### src/qms_pkg.sv
`timescale 1ns / 1ps
`default_nettype none
package qms_pkg;

	localparam int RING_SLOTS_DEF = 32;
	localparam int NUM_MOTORS_DEF = 4;
	localparam int MOTOR_W        = 4;
	localparam int DUTY_W         = 8;
	localparam int COUNT_W        = 5;
	localparam logic [DUTY_W-1:0] DUTY_RESET = 8'hFF;

	typedef enum logic [1:0] {
		OP_ENQUEUE = 2'd0,
		OP_CLEAR   = 2'd1,
		OP_TICK    = 2'd2,
		OP_NOP     = 2'd3
	} qms_op_t;

	typedef enum logic [1:0] {
		ST_OK    = 2'd0,
		ST_FULL  = 2'd1,
		ST_RANGE = 2'd2
	} qms_status_t;

	typedef enum logic [1:0] {
		EV_NONE  = 2'd0,
		EV_START = 2'd1,
		EV_DONE  = 2'd2
	} qms_event_t;

	typedef struct packed {
		qms_op_t              op;
		logic [MOTOR_W-1:0]   motor_num;
		logic                 sensor_hit;
	} qms_cmd_t;

	typedef struct packed {
		qms_status_t          status;
		qms_event_t           event_res;
		logic [MOTOR_W-1:0]   event_motor;
		logic [MOTOR_W-1:0]   motor_on;
		logic [DUTY_W-1:0]    duty_out;
		logic [COUNT_W-1:0]   queue_count;
	} qms_res_t;

	typedef struct packed {
		logic push;
		logic pop;
		logic clear;
	} qms_qctl_t;

endpackage
`default_nettype wire

### src/qms_cell.sv
`timescale 1ns / 1ps
`default_nettype none
module qms_cell
	import qms_pkg::*;
(
	input  wire                 clk,
	input  wire                 arst_n,
	input  qms_qctl_t           ctl,
	input  wire [MOTOR_W-1:0]   push_data,
	input  wire                 prev_valid,
	input  wire                 next_valid,
	input  wire [MOTOR_W-1:0]   next_data,
	output logic                valid,
	output logic [MOTOR_W-1:0]  data
);

	logic               valid_q;
	logic [MOTOR_W-1:0] data_q;
	logic               load;

	assign load = ctl.push && !valid_q && prev_valid;

	always_ff @(posedge clk or negedge arst_n) begin
		if (!arst_n) begin
			valid_q <= 1'b0;
		end else if (ctl.clear) begin
			valid_q <= 1'b0;
		end else if (ctl.pop) begin
			valid_q <= next_valid;
		end else if (load) begin
			valid_q <= 1'b1;
		end
	end

	always_ff @(posedge clk) begin
		if (ctl.pop) begin
			data_q <= next_data;
		end else if (load) begin
			data_q <= push_data;
		end
	end

	assign valid = valid_q;
	assign data  = data_q;

endmodule
`default_nettype wire

### src/qms_chain.sv
`timescale 1ns / 1ps
`default_nettype none
module qms_chain
	import qms_pkg::*;
#(
	parameter int RING_SLOTS = RING_SLOTS_DEF
) (
	input  wire                 clk,
	input  wire                 arst_n,
	input  qms_qctl_t           ctl,
	input  wire [MOTOR_W-1:0]   push_data,
	output logic                head_valid,
	output logic [MOTOR_W-1:0]  head_data
);

	localparam int NCELL = RING_SLOTS - 1;

	logic               cell_valid [NCELL];
	logic [MOTOR_W-1:0] cell_data  [NCELL];

	for (genvar i = 0; i < NCELL; i++) begin : g_cell
		logic               prev_v;
		logic               next_v;
		logic [MOTOR_W-1:0] next_d;

		if (i == 0) begin : g_first
			assign prev_v = 1'b1;
		end else begin : g_mid
			assign prev_v = cell_valid[i-1];
		end

		if (i == NCELL - 1) begin : g_last
			assign next_v = 1'b0;
			assign next_d = '0;
		end else begin : g_inner
			assign next_v = cell_valid[i+1];
			assign next_d = cell_data[i+1];
		end

		qms_cell u_cell (
			.clk        (clk),
			.arst_n     (arst_n),
			.ctl        (ctl),
			.push_data  (push_data),
			.prev_valid (prev_v),
			.next_valid (next_v),
			.next_data  (next_d),
			.valid      (cell_valid[i]),
			.data       (cell_data[i])
		);
	end

	assign head_valid = cell_valid[0];
	assign head_data  = cell_data[0];

endmodule
`default_nettype wire

### src/queued_motor_sequencer.sv
`timescale 1ns / 1ps
`default_nettype none
// Queued motor sequencer. One command word is taken per clock cycle (busy stays low) and its
// result word appears on result with done high for exactly one cycle, in the cycle after the
// command; the receiver cannot stall, so every result must be captured when done is high.
// The queue is a row of RING_SLOTS-1 cells that shift toward the head on each motor start; it holds
// at most RING_SLOTS-1 motor numbers. drive_duty is latched when a motor starts.
module queued_motor_sequencer
	import qms_pkg::*;
#(
	parameter int RING_SLOTS = RING_SLOTS_DEF,
	parameter int NUM_MOTORS = NUM_MOTORS_DEF
) (
	input  wire                 clk,
	input  wire                 arst_n,
	input  wire                 start,
	input  qms_cmd_t            cmd,
	output logic                busy,
	output logic                done,
	output qms_res_t            result,
	input  wire                 cfg_we,
	input  wire [DUTY_W-1:0]    cfg_wdata
);

	localparam int CW = $clog2(RING_SLOTS);

	typedef enum logic [2:0] {
		S_IDLE = 3'b001,
		S_ARM  = 3'b010,
		S_RUN  = 3'b100
	} qms_state_t;

	qms_state_t         state_q, state_nxt;
	logic [CW-1:0]      count_q, count_nxt;
	logic [MOTOR_W-1:0] active_q, active_nxt;
	logic [DUTY_W-1:0]  run_duty_q, run_duty_nxt;
	logic [DUTY_W-1:0]  drive_duty_q;
	logic               done_q;
	qms_res_t           result_q, res_nxt;
	qms_qctl_t          qctl;
	logic               head_valid;
	logic [MOTOR_W-1:0] head_data;
	logic               accept;
	logic               in_range;
	logic               full;
	logic               running_nxt;
	logic [CW+COUNT_W-1:0] count_ext;

	assign busy     = 1'b0;
	assign accept   = start && !busy;
	assign in_range = (cmd.motor_num != '0) && (cmd.motor_num <= MOTOR_W'(NUM_MOTORS));
	assign full     = (count_q == CW'(RING_SLOTS - 1));

	always_comb begin
		state_nxt         = state_q;
		count_nxt         = count_q;
		active_nxt        = active_q;
		run_duty_nxt      = run_duty_q;
		qctl              = '0;
		res_nxt.status    = ST_OK;
		res_nxt.event_res = EV_NONE;
		res_nxt.event_motor = '0;
		case (cmd.op)
			OP_ENQUEUE: begin
				if (!in_range) begin
					res_nxt.status = ST_RANGE;
				end else if (full) begin
					res_nxt.status = ST_FULL;
				end else begin
					qctl.push = accept;
					count_nxt = count_q + CW'(1);
				end
			end
			OP_CLEAR: begin
				qctl.clear = accept;
				count_nxt  = '0;
				state_nxt  = S_IDLE;
			end
			OP_TICK: begin
				case (state_q)
					S_IDLE: begin
						if (count_q != '0) begin
							qctl.pop            = accept;
							count_nxt           = count_q - CW'(1);
							active_nxt          = head_data - MOTOR_W'(1);
							run_duty_nxt        = drive_duty_q;
							state_nxt           = cmd.sensor_hit ? S_ARM : S_RUN;
							res_nxt.event_res   = EV_START;
							res_nxt.event_motor = head_data;
						end
					end
					S_ARM: begin
						if (!cmd.sensor_hit) begin
							state_nxt = S_RUN;
						end
					end
					S_RUN: begin
						if (cmd.sensor_hit) begin
							state_nxt           = S_IDLE;
							res_nxt.event_res   = EV_DONE;
							res_nxt.event_motor = active_q + MOTOR_W'(1);
						end
					end
					default: begin
						state_nxt = S_IDLE;
					end
				endcase
			end
			default: begin
			end
		endcase

		running_nxt = (state_nxt != S_IDLE);
		for (int b = 0; b < MOTOR_W; b++) begin
			res_nxt.motor_on[b] = running_nxt && (active_nxt == MOTOR_W'(b));
		end
		res_nxt.duty_out    = running_nxt ? run_duty_nxt : '0;
		count_ext           = (CW+COUNT_W)'(count_nxt);
		res_nxt.queue_count = count_ext[COUNT_W-1:0];
	end

	always_ff @(posedge clk or negedge arst_n) begin
		if (!arst_n) begin
			state_q      <= S_IDLE;
			count_q      <= '0;
			active_q     <= '0;
			run_duty_q   <= '0;
			drive_duty_q <= DUTY_RESET;
			done_q       <= 1'b0;
		end else begin
			done_q <= accept;
			if (cfg_we) begin
				drive_duty_q <= cfg_wdata;
			end
			if (accept) begin
				state_q    <= state_nxt;
				count_q    <= count_nxt;
				active_q   <= active_nxt;
				run_duty_q <= run_duty_nxt;
			end
		end
	end

	always_ff @(posedge clk) begin
		if (accept) begin
			result_q <= res_nxt;
		end
	end

	qms_chain #(
		.RING_SLOTS (RING_SLOTS)
	) u_chain (
		.clk        (clk),
		.arst_n     (arst_n),
		.ctl        (qctl),
		.push_data  (cmd.motor_num),
		.head_valid (head_valid),
		.head_data  (head_data)
	);

	assign done   = done_q;
	assign result = result_q;

`ifndef NO_ASSERTIONS
	a_count_bound: assert property (@(posedge clk) disable iff (!arst_n)
		count_q <= CW'(RING_SLOTS - 1))
		else $error("queue count beyond capacity");

	a_head_matches_count: assert property (@(posedge clk) disable iff (!arst_n)
		(count_q != '0) == head_valid)
		else $error("head cell valid disagrees with count");

	a_done_follows: assert property (@(posedge clk) disable iff (!arst_n)
		accept |=> done)
		else $error("accepted word gave no result");

	a_no_spurious: assert property (@(posedge clk) disable iff (!arst_n)
		!accept |=> !done)
		else $error("result without accepted word");

	a_active_range: assert property (@(posedge clk) disable iff (!arst_n)
		(state_q == S_ARM || state_q == S_RUN) |-> (active_q < MOTOR_W'(NUM_MOTORS)))
		else $error("running motor index out of range");
`endif

endmodule
`default_nettype wire
### config.mk
export PLATFORM = sky130hd
export DESIGN_NAME = queued_motor_sequencer
export DESIGN_NICKNAME = d
export VERILOG_FILES = /design/src/qms_pkg.sv /design/src/qms_cell.sv /design/src/qms_chain.sv /design/src/queued_motor_sequencer.sv
export SDC_FILE = /design/constraint.sdc
export NUM_CORES = 1
export LEC_CHECK = 0
export BUFFER_PORTS_ARGS = -buffer_cell sky130_fd_sc_hd__buf_2
export CAP_MARGIN = 25
export CELL_PAD_IN_SITES_DETAIL_PLACEMENT = 1
export CELL_PAD_IN_SITES_GLOBAL_PLACEMENT = 1
export CORE_MARGIN = 1.5
export CORE_UTILIZATION = 46
export DETAILED_ROUTE_END_ITERATION = 8
export PLACE_DENSITY = 0.76
export SLEW_MARGIN = 20
export SYNTH_ARGS = -nofsm -noshare
export SYNTH_HDL_FRONTEND = slang
export SYNTH_SLANG_ARGS = --single-unit
### constraint.sdc
create_clock -name clk -period 2.5 [get_ports clk]
set_clock_uncertainty 0.15 [all_clocks]
set_input_delay 0.375 -clock clk [delete_from_list [all_inputs] [get_ports clk]]
set_output_delay 0.375 -clock clk [all_outputs]
set_load 0.02 [all_outputs]
== Word level (Yosys, flattened, before mapping) ==
Index checks and enable logic that the tools add are counted.
Storage, ports and cells
  register bits: 209
  latch bits: 0
  memory bits (writable): 0
  bits in read-only memories: 0
  bits of input ports: 19
  logic and storage cells: 435
  memories: 0
Cells by class
  $add $sub $neg: 4
  multipliers: 0
  divide/modulo/power cells: 0
  $lt $le $gt $ge: 1
  equal/unequal tests: 10
  shifts and indexed selects: 0
  multiplexer cells: 182
  bitwise gates (word level): 0
  reduce and logical (&&, ||, !) cells: 163
Operator list (count)
  two-way mux 4 bit: 63
  two-way mux 1 bit: 101
  nonzero test 3 bit: 31
  logical AND 1 bit: 66
  nonzero test 2 bit: 30
  logical NOT 1 bit: 31
  two-way mux 5 bit: 5
  two-way mux 8 bit: 3
  case mux 5 bit (3 select lines): 1
  two-way mux 3 bit: 4
  case mux 6 bit (2 select lines): 1
  case mux 3 bit (3 select lines): 1
  == test 4 x 2 -> 1 bit (second input constant): 2
  two-way mux 6 bit: 1
  case mux 3 bit (2 select lines): 1
  adder 5 x 1 -> 5 bit (second input constant): 1
  == test 5 bit (second input constant): 1
  nonzero test 5 bit: 1
  subtractor 5 x 1 -> 5 bit (second input constant): 1
  adder 4 x 1 -> 4 bit (second input constant): 1
  == test 4 x 1 -> 1 bit (second input constant): 1
  less-or-equal comparator 4 x 3 -> 1 bit (second input constant): 1
  logical NOT 4 bit: 1
  nonzero test 4 bit: 1
  other kinds (10): 10

== Logic depth before layout (Yosys ltp) ==
Gate-level depths: netlist of run 1.
  depth after elaboration: 9
  gate-level depth with buffers: 9
  gate-level depth less buffers: 7

== Cells and area by module ==
A second synthesis of run 1 with hierarchy kept.
Second synthesis, totals
  cells, all modules: 729
  area, all modules: 10675.2 sq um
Modules (own cells, without submodules)
  qms_cell: times used 31, cells each 15, area an instance 252.7 sq um
  queued_motor_sequencer: times used 1, cells each 262, area an instance 2832.7 sq um
  qms_chain: times used 1, cells each 2, area an instance 7.5 sq um

== Worst setup path before layout of run 1 ==
No wires, ideal clock.
  kind: flip-flop to flip-flop
  from: reg count_q[0]
  to: reg u_chain.g_cell[1].u_cell.data_q[0], enable pin
  library setup time: 0.373 ns
  arrival time: 1.905 ns
  required time: 1.977 ns
  path slack: 0.072 ns
  cell stages (with the launch flop): 7
  path buffers: 1
  cells stage by stage: dfrtp_1 -> ha_1 -> and4_1 -> a2111oi_4 -> buf_2 -> nand2_1 -> o31ai_1
On the way
  longest elaborated chain between the ends: 7
  elaborated cells on any way between the ends: 11
  those cells by class: eq/ne (1); mux (6); reduce/logical (4)
RTL lines
  from (decl): line queued_motor_sequencer.sv:34  | logic [CW-1:0] count_q, count_nxt;
  from (signal assigned): line queued_motor_sequencer.sv:137  | count_q <= count_nxt;
  == test 5 bit: line queued_motor_sequencer.sv:52  | assign full = (count_q == CW'(RING_SLOTS - 1));
  two-way mux 1 bit: line queued_motor_sequencer.sv:67  | end else if (full) begin
  two-way mux 1 bit: line queued_motor_sequencer.sv:65  | if (!in_range) begin
  two-way mux 1 bit: line queued_motor_sequencer.sv:63  | case (cmd.op)
  logical AND 1 bit (2 in a row): line qms_cell.sv:21  | assign load = ctl.push && !valid_q && prev_valid;
  nonzero test 2 bit (no source line) (*)
  to (signal assigned): line qms_cell.sv:37  | data_q <= next_data;
  to (signal assigned): line qms_cell.sv:39  | data_q <= push_data;
  to (decl): line qms_cell.sv:18  | logic [MOTOR_W-1:0] data_q;
Every way passes the cells marked *; elsewhere a longest branch is shown, timed or not.
A chain may end at the register's enable or synchronous reset.

== Worst setup path after layout of run 1 ==
  from: reg count_q[0]
  to: reg u_chain.g_cell[0].u_cell.data_q[2], enable pin
On the way
  longest elaborated chain between the ends: 6
  elaborated cells on any way between the ends: 10
  those cells by class: eq/ne (1); mux (6); reduce/logical (3)
RTL lines (line)
  == test 5 bit: queued_motor_sequencer.sv:52
  two-way mux 1 bit: queued_motor_sequencer.sv:67
  two-way mux 1 bit: queued_motor_sequencer.sv:65
  two-way mux 1 bit: queued_motor_sequencer.sv:63
  logical AND 1 bit: qms_cell.sv:21
  nonzero test 2 bit (no source line) (*)
  to (signal assigned): qms_cell.sv:37
  to (signal assigned): qms_cell.sv:39
  to (decl): qms_cell.sv:18
Marks and branches as above.

==> results of run 1 <==
[metal layers]
metal / track usage, % / up-vias
li1: - / 3022
met1: 28.8 / 3377
met3: 2.78 / 38
met2: 38.1 / 136
met5: 0 / -
met4: 5.51 / 0
[cells by family (layout without fill, tap and decap cells)]
| family | count (synthesis) | after routing |
|---|---|---|
| adder cells (fa/ha/maj) | 8 | 8 |
| buffers and inverters | 76 | 192 |
| multiplexers | 21 | 21 |
| XOR/XNOR | 6 | 6 |
| other | 1 | 1 |
| AND/OR/NAND/NOR | 149 | 149 |
| AO/OA/AOI/OAI | 274 | 274 |
| flip-flops | 209 | 209 |
[sequential cells by signal (all words and copies together) (netlist names)]
register                     flops
u_chain.g_cell.u_cell.data     124
u_chain.g_cell.u_cell.valid     31
result                          25
drive_duty_q                     8
run_duty_q                       8
count_q                          5
active_q                         4
state_q                          3
done                             1
[layout by cell type (no fill, tap or decap), types with 20 or more instances in the layout]
cell type  instances
o2bb2ai_1         25
dfrtp_1           51
o21ai_1           26
edfxtp_1         145
a21oi_1           20
nand2_1           43
a21o_1           120
a31oi_1           30
nor2_1            21
buf_2             43
clkbuf_16         25
buf_4             63
nand3_1           36
[critical path, delay by kind of cell (launching register included)]
family                     cells  cell delay (ns)
buffers and inverters          5             0.67
AOI/OAI and AO/OA              1             0.12
DFF                            1             0.38
and+or+nand+nor                2             0.66
adders and majority gates      1             0.20
[stage by stage]
stage,setup WS [ns],TNS [ns],std cells,util [%]
2_1_floorplan,0.0722,0,744,-
6_report,0.0735,0,1130,56.7
4_1_cts,0.0304,0,1127,56.2
3_5_place_dp,-0.203,-8.41,1071,51.5
3_3_place_gp,-0.0282,-0.113,1071,51.5
5_1_grt,-0.00363,-0.00363,1130,56.7
[repair_timing]
action	4_1_cts	5_1_grt
endpoints found under the hold margin	60	0
setup endpoints to repair	138	187
setup buffers	4	1
cloned	2	2
gates resized for setup	10	17
pin swaps	1	0
hold buffers	10	0
[final cells by class]
type | instances | area share, %
clock buffer | 27 | 5.32
clock inverter | 13 | 0.839
inverter | 13 | 0.447
multi-input combinational | 459 | 27.8
sequential | 209 | 51.8
tap | 270 | 2.94
timing repair buffer | 139 | 10.9
[power by group]
group | internal, mW | switching (mW) | total, mW
Sequential | 4.07 | 0.184 | 4.26
Clock | 1.84 | 1.34 | 3.18
Combinational | 0.680 | 0.878 | 1.56
[worst max-delay path by stage]
stage,cells after the start,slack [ns],end
CTS,10,0.03,u_chain.g_cell[22].u_cell.valid$_DFFE_PN0P_
floorplan,6,0.07,u_chain.g_cell[1].u_cell.data[0]$_DFFE_PP_
global route,9,-0.004,u_chain.g_cell[0].u_cell.data[2]$_DFFE_PP_
global placement,7,-0.03,u_chain.g_cell[29].u_cell.data[1]$_DFFE_PP_
detailed placement,8,-0.20,result[13]$_DFFE_PP_
finish,9,0.07,u_chain.g_cell[0].u_cell.data[2]$_DFFE_PP_
==> impl_table.tex, run 1 <==
\begin{tabular}{lr}
\hline
Metric & Value \\
\hline
\multicolumn{2}{l}{\textbf{Power and ir drop}} \\
\quad PwrDens & 783 nW/µm² \\
\quad Lkg Pwr & 4.93 nW \\
\quad Final Power & 8.99 mW \\
\quad Maximum resistive drop on vdd & 494 µV \\
\multicolumn{2}{l}{\textbf{Worst setup path}} \\
\quad Crit path max fanout & 13 \\
\quad Setup slack on the worst flop-to-flop path & 0.07 ns \\
\quad Startpoint types & flip-flop \\
\quad Arrival @ worst endpoint & 2.54 ns \\
\quad Beginning of the critical path & count\_q[0]\$\_DFFE\_PN0P\_ \\
\quad Reg2Reg Capture Point & u\_chain.g\_cell[0].u\_cell.data[2]\$\_DFFE\_PP\_ \\
\quad Slowest stage delay, CP & 0.47 ns \\
\quad Crit Path Class & reg -> reg \\
\quad Data required, critical path & 2.61 ns \\
\quad Category of the worst setup path capture point & flip-flop \\
\quad Worst path slowest cell & or4b\_4 \\
\quad Critical-path cell list & buf\_4 > inv\_1 > ha\_2 > or4b\_4 > nand4\_1 > buf\_12 > buf\_12 > o21ai\_0 > buf\_4 \\
\quad Number of cell instances on the worst register-to-register path & 9 \\
\quad Reg2Reg Launch Point & count\_q[0]\$\_DFFE\_PN0P\_ \\
\multicolumn{2}{l}{\textbf{Routing}} \\
\quad Wire length on met2 & 12.0 mm \\
\quad Wire length on met3 & 782 µm \\
\quad Aggregate routed wire length & 23.3 mm \\
\quad Violation count after the first detailed-routing iteration & 332 \\
\quad Routed wire length per instance & 20.6 µm \\
\quad Total routed wire length on the met1 layer & 10.0 mm \\
\quad Count of antenna-violating nets left after detailed routing & 0 \\
\quad Via total after detailed routing & 6573 \\
\quad Top sig layer & met4 \\
\quad Number of vias per cell & 5.82 \\
\quad Number of DRC violations after detailed routing & 0 \\
\quad First-pass detailed-route iteration total & 6 \\
\multicolumn{2}{l}{\textbf{Synth}} \\
\quad Warning count from the yosys run & 0 \\
\quad List of most frequent post-synthesis cells & 145 x edfxtp\_1, 120 x a21o\_1, 51 x dfrtp\_1 \\
\quad Share of the synthesized area in compound gates (AO/OA/AOI/OAI) & 20.6\% \\
\quad Post-synthesis instance area & 9460 µm² \\
\quad Multiplexer area fraction after synthesis & 2.35\% \\
\quad Share of synthesized registers carrying an async set or reset & 28.7\% \\
\quad Synth top area share & 46.0\% \\
\quad Area fraction in and, or, nand and nor cells after synthesis & 8.42\% \\
\quad Syn\_area\_per\_cell & 12.7 µm² \\
\quad Sequential area share after synthesis & 62.9\% \\
\quad Post-synthesis share of cell area spent on xor and xnor gates & 0.555\% \\
\quad EDFF count, synth & 145 \\
\quad Flip-flop and latch count after synthesis & 209 \\
\quad Main combinational cell family by area after synthesis & compound AO/OA/AOI/OAI gates \\
\quad Leading register cell type out of synthesis & edfxtp\_1 \\
\quad Number of cells produced by synthesis & 744 \\
\quad Adder-cell share of the synthesized area & 1.06\% \\
\quad Number of distinct library cells after synthesis & 66 \\
\quad Cell accounting for the most synthesized area & edfxtp\_1 \\
\quad Main area contributors after synthesis & edfxtp\_1 46\%, dfrtp\_1 13\%, a21o\_1 9.5\% \\
\quad Post-synth net total & 771 \\
\quad Top-count cell post-synth & edfxtp\_1 \\
\multicolumn{2}{l}{\textbf{Clock network}} \\
\quad Clock latency on the worst-skew pair & 0.50 ns \\
\quad CTS tree & built \\
\quad H-tree levels & 1 \\
\quad Clk root buf & clkbuf\_16 \\
\quad Clock net sink count & 209 \\
\quad Post-CTS clock slew at the launch and capture registers of the worst setup and hold paths & 0.06 ns \\
\quad Clock Tree Buf Depth & 3 \\
\quad CTS Buf Count & 23 \\
\multicolumn{2}{l}{\textbf{Floorplanning}} \\
\quad Floorplan Core Area & 20200 µm² \\
\quad Overall die height & 146 µm \\
\quad Die Wd & 146 µm \\
\quad Starting Density & 46.8\% \\
\quad Std-Cell Rows & 52 \\
\quad Io pins & 46 \\
\quad Total Die Area & 21400 µm² \\
\multicolumn{2}{l}{\textbf{Global route}} \\
\quad Pin count of the biggest net entering global routing & 61 \\
\quad First-pass GRT wire length & 37.7 mm \\
\quad Initial antenna violation count & 0 \\
\quad Total overflow reported by the global router & 0 \\
\quad Via count of the first global-routing pass & 7135 \\
\quad Gr usage total & 21.8\% \\
\multicolumn{2}{l}{\textbf{Worst hold path}} \\
\quad Classification of the worst-slack hold path & in -> reg \\
\quad Hold path startpoint & start \\
\quad Cell depth of the worst min-delay path & 1 \\
\quad Min-Delay Endpoint & result[0]\$\_DFFE\_PP\_ \\
\multicolumn{2}{l}{\textbf{STA}} \\
\quad Hold Worst Slack & 0.0838 ns \\
\quad Count of final max-slew check failures & 0 \\
\quad Fmax achieved & 0.412 GHz \\
\quad Min cycle time layout & 2.43 ns \\
\quad Final cycle utilization of the critical path & 97.1\% \\
\quad Pin slew with the least headroom to its limit & 0.523 ns \\
\quad Endpoints failing hold & 0 \\
\quad Relative max-transition margin & 64.7\% \\
\quad Setup-failing EPs final & 0 \\
\multicolumn{2}{l}{\textbf{Outcome}} \\
\quad Outcome & completed \\
\multicolumn{2}{l}{\textbf{Final layout}} \\
\quad Register area & 5950 µm² \\
\quad Design area & 11500 µm² \\
\quad Area Growth Syn to Fin & 21.3\% \\
\quad Fill count & 2025 \\
\quad NumNets Final & 872 \\
\quad Area of the multi-input gates & 3190 µm² \\
\quad Antenna cell count & 0 \\
\quad Share of layout cells above drive strength 1 & 24.2\% \\
\multicolumn{2}{l}{\textbf{Placed design}} \\
\quad Placed cell area & 10400 µm² \\
\quad Gpl congestion & 0.834 \\
\quad Number of buffers inserted by port buffering & 44 \\
\quad Placed wire-length estimate after detailed placement & 14.5 mm \\
\multicolumn{2}{l}{\textbf{Job}} \\
\quad Max capacitance violation total & 0 \\
\hline
\end{tabular}
No activity file was read; power rests on OpenSTA's default activity.
==> inputs of run 2 (changes only) <==
MAX_ROUTING_LAYER = met4   (was not set)
==> impl_table.tex, run 2 (same netlist as run 1, synthesis figures left out) <==
\begin{tabular}{lr}
\hline
Metric & Value \\
\hline
\multicolumn{2}{l}{\textbf{Worst hold path}} \\
\quad Classification of the worst-slack hold path & in -> reg \\
\quad Min-Delay Endpoint & u\_chain.g\_cell[30].u\_cell.data[2]\$\_SDFFE\_PP0P\_ \\
\quad Cell depth of the worst min-delay path & 4 \\
\quad Hold path startpoint & cmd[3] \\
\multicolumn{2}{l}{\textbf{Worst setup path}} \\
\quad Worst path slowest cell & or4b\_4 \\
\quad Reg2Reg Capture Point & u\_chain.g\_cell[16].u\_cell.valid\$\_DFFE\_PN0P\_ \\
\quad Slowest stage delay, CP & 0.48 ns \\
\quad Critical-path cell list & buf\_4 > inv\_2 > ha\_4 > or4b\_4 > buf\_4 > nand3\_4 > inv\_2 > o21a\_1 > buf\_12 > o2bb2ai\_1 \\
\quad Arrival @ worst endpoint & 2.81 ns \\
\quad Reg2Reg Launch Point & count\_q[1]\$\_DFFE\_PN0P\_ \\
\quad Buf+Inv Stages, Crit Path & 5 \\
\quad Setup slack on the worst flop-to-flop path & -0.06 ns \\
\quad Number of cell instances on the worst register-to-register path & 10 \\
\quad Category of the worst setup path capture point & flip-flop \\
\quad Largest delay contributor family on the critical path & buffers and inverters \\
\quad Data required, critical path & 2.75 ns \\
\quad Startpoint types & flip-flop \\
\quad Crit Path Class & reg -> reg \\
\quad Crit path max fanout & 30 \\
\multicolumn{2}{l}{\textbf{Global route}} \\
\quad Met1 GRT Util & 29.1\% \\
\quad Global-route track usage on met2 & 38.0\% \\
\quad Total overflow reported by the global router & 0 \\
\quad Met3 usage & 3.34\% \\
\quad Initial antenna violation count & 0 \\
\quad Pin count of the biggest net entering global routing & 61 \\
\quad First-pass GRT wire length & 38.1 mm \\
\quad Gr usage total & 22.8\% \\
\quad Via count of the first global-routing pass & 7130 \\
\quad Most Crowded Layer GR & met2 \\
\multicolumn{2}{l}{\textbf{Clock network}} \\
\quad Clk root buf & clkbuf\_16 \\
\quad CTS Buf Count & 23 \\
\quad CTS tree & built \\
\quad Clock latency on the worst-skew pair & 0.52 ns \\
\quad Post-CTS clock slew at the launch and capture registers of the worst setup and hold paths & 0.08 ns \\
\quad Clock net sink count & 209 \\
\quad Clock Tree Buf Depth & 3 \\
\quad H-tree levels & 1 \\
\multicolumn{2}{l}{\textbf{STA}} \\
\quad Setup TNS after final layout & -0.246 ns \\
\quad Relative max-transition margin & 42.6\% \\
\quad Final cycle utilization of the critical path & 102\% \\
\quad Min cycle time layout & 2.56 ns \\
\quad Setup-failing EPs final & 5 \\
\quad Fmax achieved & 0.391 GHz \\
\quad Count of final max-slew check failures & 0 \\
\quad Hold Worst Slack & 0.137 ns \\
\quad Endpoints failing hold & 0 \\
\quad Fin worst setup slack & -0.0576 ns \\
\quad Pin slew with the least headroom to its limit & 0.861 ns \\
\multicolumn{2}{l}{\textbf{Floorplanning}} \\
\quad Starting Density & 46.8\% \\
\quad Floorplan Core Area & 20200 µm² \\
\quad Io pins & 46 \\
\quad Die Wd & 146 µm \\
\quad Overall die height & 146 µm \\
\quad Total Die Area & 21400 µm² \\
\quad Std-Cell Rows & 52 \\
\multicolumn{2}{l}{\textbf{Routing}} \\
\quad Violation count after the first detailed-routing iteration & 489 \\
\quad Routed wire length per instance & 22.7 µm \\
\quad First-pass detailed-route iteration total & 4 \\
\quad Number of vias per cell & 5.91 \\
\quad Number of DRC violations after detailed routing & 0 \\
\quad Via total after detailed routing & 6755 \\
\quad Aggregate routed wire length & 25.9 mm \\
\quad Count of antenna-violating nets left after detailed routing & 0 \\
\multicolumn{2}{l}{\textbf{Outcome}} \\
\quad Outcome & finished with violations \\
\quad Failing checks & setup timing \\
\multicolumn{2}{l}{\textbf{Placed design}} \\
\quad Number of instances in the placed design & 1074 \\
\quad Placed cell area & 10400 µm² \\
\quad Number of buffers inserted by port buffering & 44 \\
\quad Placed wire-length estimate after detailed placement & 14.1 mm \\
\quad Gpl congestion & 0.875 \\
\quad Placement-stage worst setup slack & -0.104 ns \\
\multicolumn{2}{l}{\textbf{Final layout}} \\
\quad Antenna cell count & 0 \\
\quad Most frequent cells in the layout & 145 x edfxtp\_1, 120 x a21o\_1, 74 x buf\_4, 51 x dfrtp\_1 \\
\quad Non-Filler Instances & 1143 \\
\quad Commonest non-fill, non-tap cell in the layout & edfxtp\_1 \\
\quad Fill count & 1994 \\
\quad Final Util & 57.6\% \\
\quad Area of the multi-input gates & 3200 µm² \\
\quad NumNets Final & 884 \\
\quad Register area & 5950 µm² \\
\quad Max FFs per register & 124 \\
\quad Area Growth Syn to Fin & 23.1\% \\
\quad Share of layout cells above drive strength 1 & 25.4\% \\
\quad Design area & 11600 µm² \\
\multicolumn{2}{l}{\textbf{Power and ir drop}} \\
\quad Maximum resistive drop on vdd & 484 µV \\
\quad Final Power & 9.31 mW \\
\quad PwrDens & 799 nW/µm² \\
\quad Lkg Pwr & 5.04 nW \\
\multicolumn{2}{l}{\textbf{Job}} \\
\quad Max capacitance violation total & 0 \\
\hline
\end{tabular}
-- run 2: final cells by class --
class | instances | share of cell area (%)
repair buffers | 151 | 11.7
well taps | 270 | 2.90
clock buffers | 32 | 5.57
clock inverters | 9 | 0.827
flip-flops and latches | 209 | 51.1
inverters | 13 | 0.419
multi-input cells | 459 | 27.5
-- run 2: worst max-delay path by stage --
stage / start / end / slack (ns) / depth (start not counted)
floorplan: count_q[0]$_DFFE_PN0P_ / u_chain.g_cell[1].u_cell.data[0]$_DFFE_PP_ / 0.07 / 6
global placement: cmd[1] / u_chain.g_cell[29].u_cell.data[0]$_DFFE_PP_ / -0.05 / 7
detailed placement: cmd[1] / u_chain.g_cell[1].u_cell.data[2]$_DFFE_PP_ / -0.10 / 5
CTS: count_q[0]$_DFFE_PN0P_ / u_chain.g_cell[14].u_cell.data[1]$_DFFE_PP_ / 0.002 / 9
global route: count_q[1]$_DFFE_PN0P_ / u_chain.g_cell[16].u_cell.valid$_DFFE_PN0P_ / -0.11 / 10
finish: count_q[1]$_DFFE_PN0P_ / u_chain.g_cell[16].u_cell.valid$_DFFE_PN0P_ / -0.06 / 10
-- run 2: worst min-delay path, delay by kind of cell --
kind	cells	cell delay [ns]
AND/OR/NAND/NOR	1	0.06
buffers and inverters	2	0.25
AO/OA/AOI/OAI	1	0.06
-- run 2: repair_timing --
action / in CTS / in global routing
hold buffers: 10 / 0
setup endpoints to repair: 160 / 280
pin swaps: 1 / 4
setup buffers: 4 / 6
gates cloned: 2 / 6
hold endpoints to repair: 60 / 0
gates resized for setup: 6 / 24
-- run 2: power breakdown --
group | leakage [nW] | switching [mW] | internal, mW
logic | 2.51 | 0.912 | 0.719
registers | 2.16 | 0.197 | 4.07
clock network | 0.368 | 1.39 | 2.02
total | 5.04 | 2.50 | 6.81
-- run 2: metal layers --
metal / vias to the layer above / share of wire (%)
met5: - / 0
met4: 0 / 2.1
met3: 45 / 4.4
met2: 176 / 51
met1: 3483 / 42
li1: 3051 / -
